**config.mk**
```make
export PLATFORM = sky130hd
export DESIGN_NAME = skb_cell
export DESIGN_NICKNAME = d
export VERILOG_FILES = /design/src/sv/skb_pkg.sv /design/src/sv/skb_cell.sv
export SDC_FILE = /design/constraint.sdc
export NUM_CORES = 1
export LEC_CHECK = 0
export BUFFER_PORTS_ARGS = -buffer_cell sky130_fd_sc_hd__buf_2
export CORE_ASPECT_RATIO = 1.1
export CORE_MARGIN = 4
export CORE_UTILIZATION = 44
export DETAILED_ROUTE_END_ITERATION = 10
export GPL_ROUTABILITY_DRIVEN = 0
export PLACE_DENSITY = 0.86
export RECOVER_POWER = 25
export REMOVE_ABC_BUFFERS = 1
export SKIP_LAST_GASP = 1
export SLEW_MARGIN = 10
export SYNTH_ARGS = -nofsm -noshare
export SYNTH_HDL_FRONTEND = slang
export SYNTH_SLANG_ARGS = --single-unit
```
**constraint.sdc**
```tcl
create_clock -name clk -period 10.6 [get_ports clk]
set_input_delay 2.12 -clock clk [delete_from_list [all_inputs] [get_ports clk]]
set_output_delay 2.12 -clock clk [all_outputs]
set_load 0.1 [all_outputs]
```
**src/sv/skb_pkg.sv**
```systemverilog
// Shared types and constants for the stable key bucket sort block.
// Depends on nothing; the design files refer to it by scoped names and the bench imports it.
package skb_pkg;

	localparam int MaxRecords = 64;
	localparam int KeyCount   = 101;
	localparam int TagBits    = 32;

	localparam int KeyW      = 7;
	localparam int TagFieldW = 32;

	typedef struct packed {
		logic [KeyW-1:0]      sort_key;
		logic [TagFieldW-1:0] record_tag;
		logic                 last_item;
	} skb_item_t;

	typedef struct packed {
		logic [KeyW-1:0]      out_key;
		logic [TagFieldW-1:0] out_tag;
		logic                 last_result;
		logic                 overflowed;
	} skb_result_t;

	// Broadcast control for every cell of the chain.
	typedef struct packed {
		logic ins;
		logic drain;
	} skb_cell_ctrl_t;

endpackage

```
**src/sv/skb_cell.sv**
```systemverilog
// One cell of the sorted insertion chain: holds one record and its valid bit.
// Depends on skb_pkg.
module skb_cell #(
	parameter int SW = 32
) (
	input  logic                         clk,
	input  logic                         arst_n,
	input  skb_pkg::skb_cell_ctrl_t      ctrl,
	input  logic [skb_pkg::KeyW-1:0]     new_key,
	input  logic [SW-1:0]                new_tag,
	input  logic                         prev_gt,
	input  logic                         left_valid,
	input  logic [skb_pkg::KeyW-1:0]     left_key,
	input  logic [SW-1:0]                left_tag,
	input  logic                         right_valid,
	input  logic [skb_pkg::KeyW-1:0]     right_key,
	input  logic [SW-1:0]                right_tag,
	output logic                         gt,
	output logic                         valid,
	output logic [skb_pkg::KeyW-1:0]     key,
	output logic [SW-1:0]                tag
);

	logic                     valid_q;
	logic [skb_pkg::KeyW-1:0] key_q;
	logic [SW-1:0]            tag_q;

	// Equal keys stay ahead of the newcomer, which keeps arrival order.
	assign gt    = !valid_q || (key_q > new_key);
	assign valid = valid_q;
	assign key   = key_q;
	assign tag   = tag_q;

	always_ff @(posedge clk or negedge arst_n) begin
		if (!arst_n) begin
			valid_q <= 1'b0;
		end else if (ctrl.drain) begin
			valid_q <= right_valid;
		end else if (ctrl.ins && gt) begin
			valid_q <= prev_gt ? left_valid : 1'b1;
		end
	end

	always_ff @(posedge clk) begin
		if (ctrl.drain) begin
			key_q <= right_key;
			tag_q <= right_tag;
		end else if (ctrl.ins && gt) begin
			key_q <= prev_gt ? left_key : new_key;
			tag_q <= prev_gt ? left_tag : new_tag;
		end
	end

endmodule

```
==> metrics <==
status finished, violations left; failing checks max-capacitance violations, max-slew violations; Initial Util 46.7%; # rows 26; die height 82.7 um; largest net degree at the start of global routing 83; RSZ-0062 raised after global routing no; Slew headroom -80.8%; Port-buffer cells 164; area leader, netlist edfxtp_1; post-CTS setup buffer count 0; Internal 0.289 mW; PostCTS Resize Cnt 0; final setup margin 4.75 ns; Top Ports 165; Final Max Slew Viols 83; first drt pass iteration count 4; Die W 75.9 um; hold wc startpoint valid; most used cell along the critical path buf_2; Final setup viols 0; die footprint 6280 um^2; Skew-Pair Late Insertion Delay 0.28 ns; Setup crit end kind primary output; cts hold-fix bufs 0; clk root buf clkbuf_8; Sw Ratio 45.4%; Core ar. 4780 um^2; Clock power frac 18.0%; Crit. Startpoint new_key[6]; crit path cell chain buf_2, inv_1, ha_1, nand4_1, a21o_1, and3_1, o21ai_0, buf_2; via-per-instance ratio 4.89; synthesized instance count 207; commonest non-fill, non-tap cells in the layout 150 x buf_2, 42 x o21ai_0, 39 x mux2i_1, 39 x nand2_1, 39 x edfxtp_1; Largest stage delay, worst path 0.45 ns; flops & latches, synth 40; Netlist cell types 21; Final Cycle Share 55.2%; leakage power 1.58 nW; Initial DRC Count 116; launching point of the worst reg2reg path key[6]; YS warnings 0; Antenna diodes 0; area share of the largest cell type after synthesis 52.4%; kind of critical path input port to primary output; grt total ovfl 0; clock skew 0.00835 ns; slowest CP cell buf_2; Max Cap Viol 1; fmax 171 MHz; first-pass GRT wire length 9.03 mm; Area Overhead vs Synth 41.1%; Hold WS 0.619 ns; Vias 2073; final setup TNS 0 ns; Tot GR Track Use 18.3%; clock transition at the registers of the reported paths 0.08 ns; commonest non-fill, non-tap cell in the layout buf_2; pwr dens 168 nW/um^2; clock net sink count 40; Worst-Margin Slew 2.71 ns; post-place setup slack 4.75 ns; DRT antenna net count 0; Multi-input gate area 946 um^2; # DRC 0; Final min period 5.85 ns; post-synthesis sequential area ratio 53.6%; CP required 8.48 ns; Final nets 498; post-DP HPWL 4.84 mm; filler cell count 402; worst-case clock buffer depth 2; VDD IR max 0.0906 mV; syn_area_per_cell 10.8 um^2; register area 1200 um^2; Net Switching 0.240 mW; synthesized cell area 2230 um^2; initial antenna violation count 0; sequential power share 38.5%; worst path arrival time 3.73 ns; power share of the combinational group 43.5%; vias in the first global route 2025; ranking of synthesized cells by area edfxtp_1 52%, mux2i_1 17%, o21ai_0 9.6%; CTS Buf Count 5; htree depth 2; delay-heaviest family, CP buffers and inverters; CP max FO 3; layout cells sized above 1 43.2%; drt wl/cell 14.2 um; worst path bufs/invs 3; Fin. Hold Viols 0; final WL 6.03 mm; min-delay worst type flip-flop to flip-flop; CTS tree built; critical path startpoint category input port; post-layout util 65.9%
-- metal layers --
layer  wire (um)  GRT usage, %
met5           0             0
met4         123          7.47
met3         655          7.70
met2        3140          34.8
met1        2110          17.4
-- cell usage after synthesis --
library cell / count
ha_1: 7
or4b_1: 1
edfxtp_1: 39
a311oi_1: 1
a221oi_1: 1
nand3b_1: 1
o21ai_0: 43
inv_1: 9
a21o_1: 2
buf_2: 4
nand4_1: 1
mux2i_1: 39
nand2_1: 39
a21oi_1: 3
nand3_1: 2
dfrtp_1: 1
inv_2: 1
clkbuf_1: 8
and3_1: 1
buf_4: 2
nor2_1: 2
-- path summary, 6_finish.rpt --
kind	to	slack (ns)	cells past startpoint
setup / recovery	gt	4.75	8
hold / removal	valid	0.62	2
setup reg to reg	tag[6]	8.35	6
hold reg to reg	valid	0.62	2
max in group asynchronous	valid	8.92	1
min in group asynchronous	valid	1.59	1
-- stage by stage --
stage / power (mW) / area, um^2 / std cells
2_1_floorplan: 0.383 / 2170 / 193
3_3_place_gp: 0.435 / 3090 / 416
6_report: 0.529 / 3150 / 424
5_1_grt: 0.553 / 3150 / 424
3_5_place_dp: 0.440 / 3090 / 416
4_1_cts: 0.535 / 3170 / 424
-- cell families (layout without fill, tap and decap cells) --
family	Yosys count	after routing	synth area share, %
and+or+nand+nor	47	47	8.68
AOI/OAI and AO/OA	50	50	11.8
adders and majority gates	7	7	3.92
DFF	40	40	53.6
muxes	39	39	17.5
buffers and inverters	24	185	4.59
-- sequential cells by signal (all words and copies together) (netlist names) --
name	flops
tag	32
key	7
valid	1
-- layout make-up --
type,instances,area share (%)
Clock buffer,7,2.42
Clock inverter,1,0.119
Inverter,10,1.19
Multi-Input combinational cell,143,30.0
Sequential cell,40,38.0
Tap cell,56,2.22
Timing Repair Buffer,167,26.1
-- power by group through the flow --
stage | Sequential, mW | Clock [mW] | Combinational (mW)
after floorplan | 0.348 | 0 | 0.0357
after global placement | 0.206 | 0 | 0.229
after detailed placement | 0.207 | 0 | 0.233
after CTS | 0.204 | 0.0985 | 0.233
after global routing | 0.206 | 0.105 | 0.241
final | 0.204 | 0.0952 | 0.230
-- tightest hold or removal path, delay by kind of cell, from the launching register on --
family             cells  cell delay [ns]
AOI/OAI and AO/OA      1             0.08
DFF                    1             0.41
and+or+nand+nor        1             0.09
(Power assumes the default switching activity.)
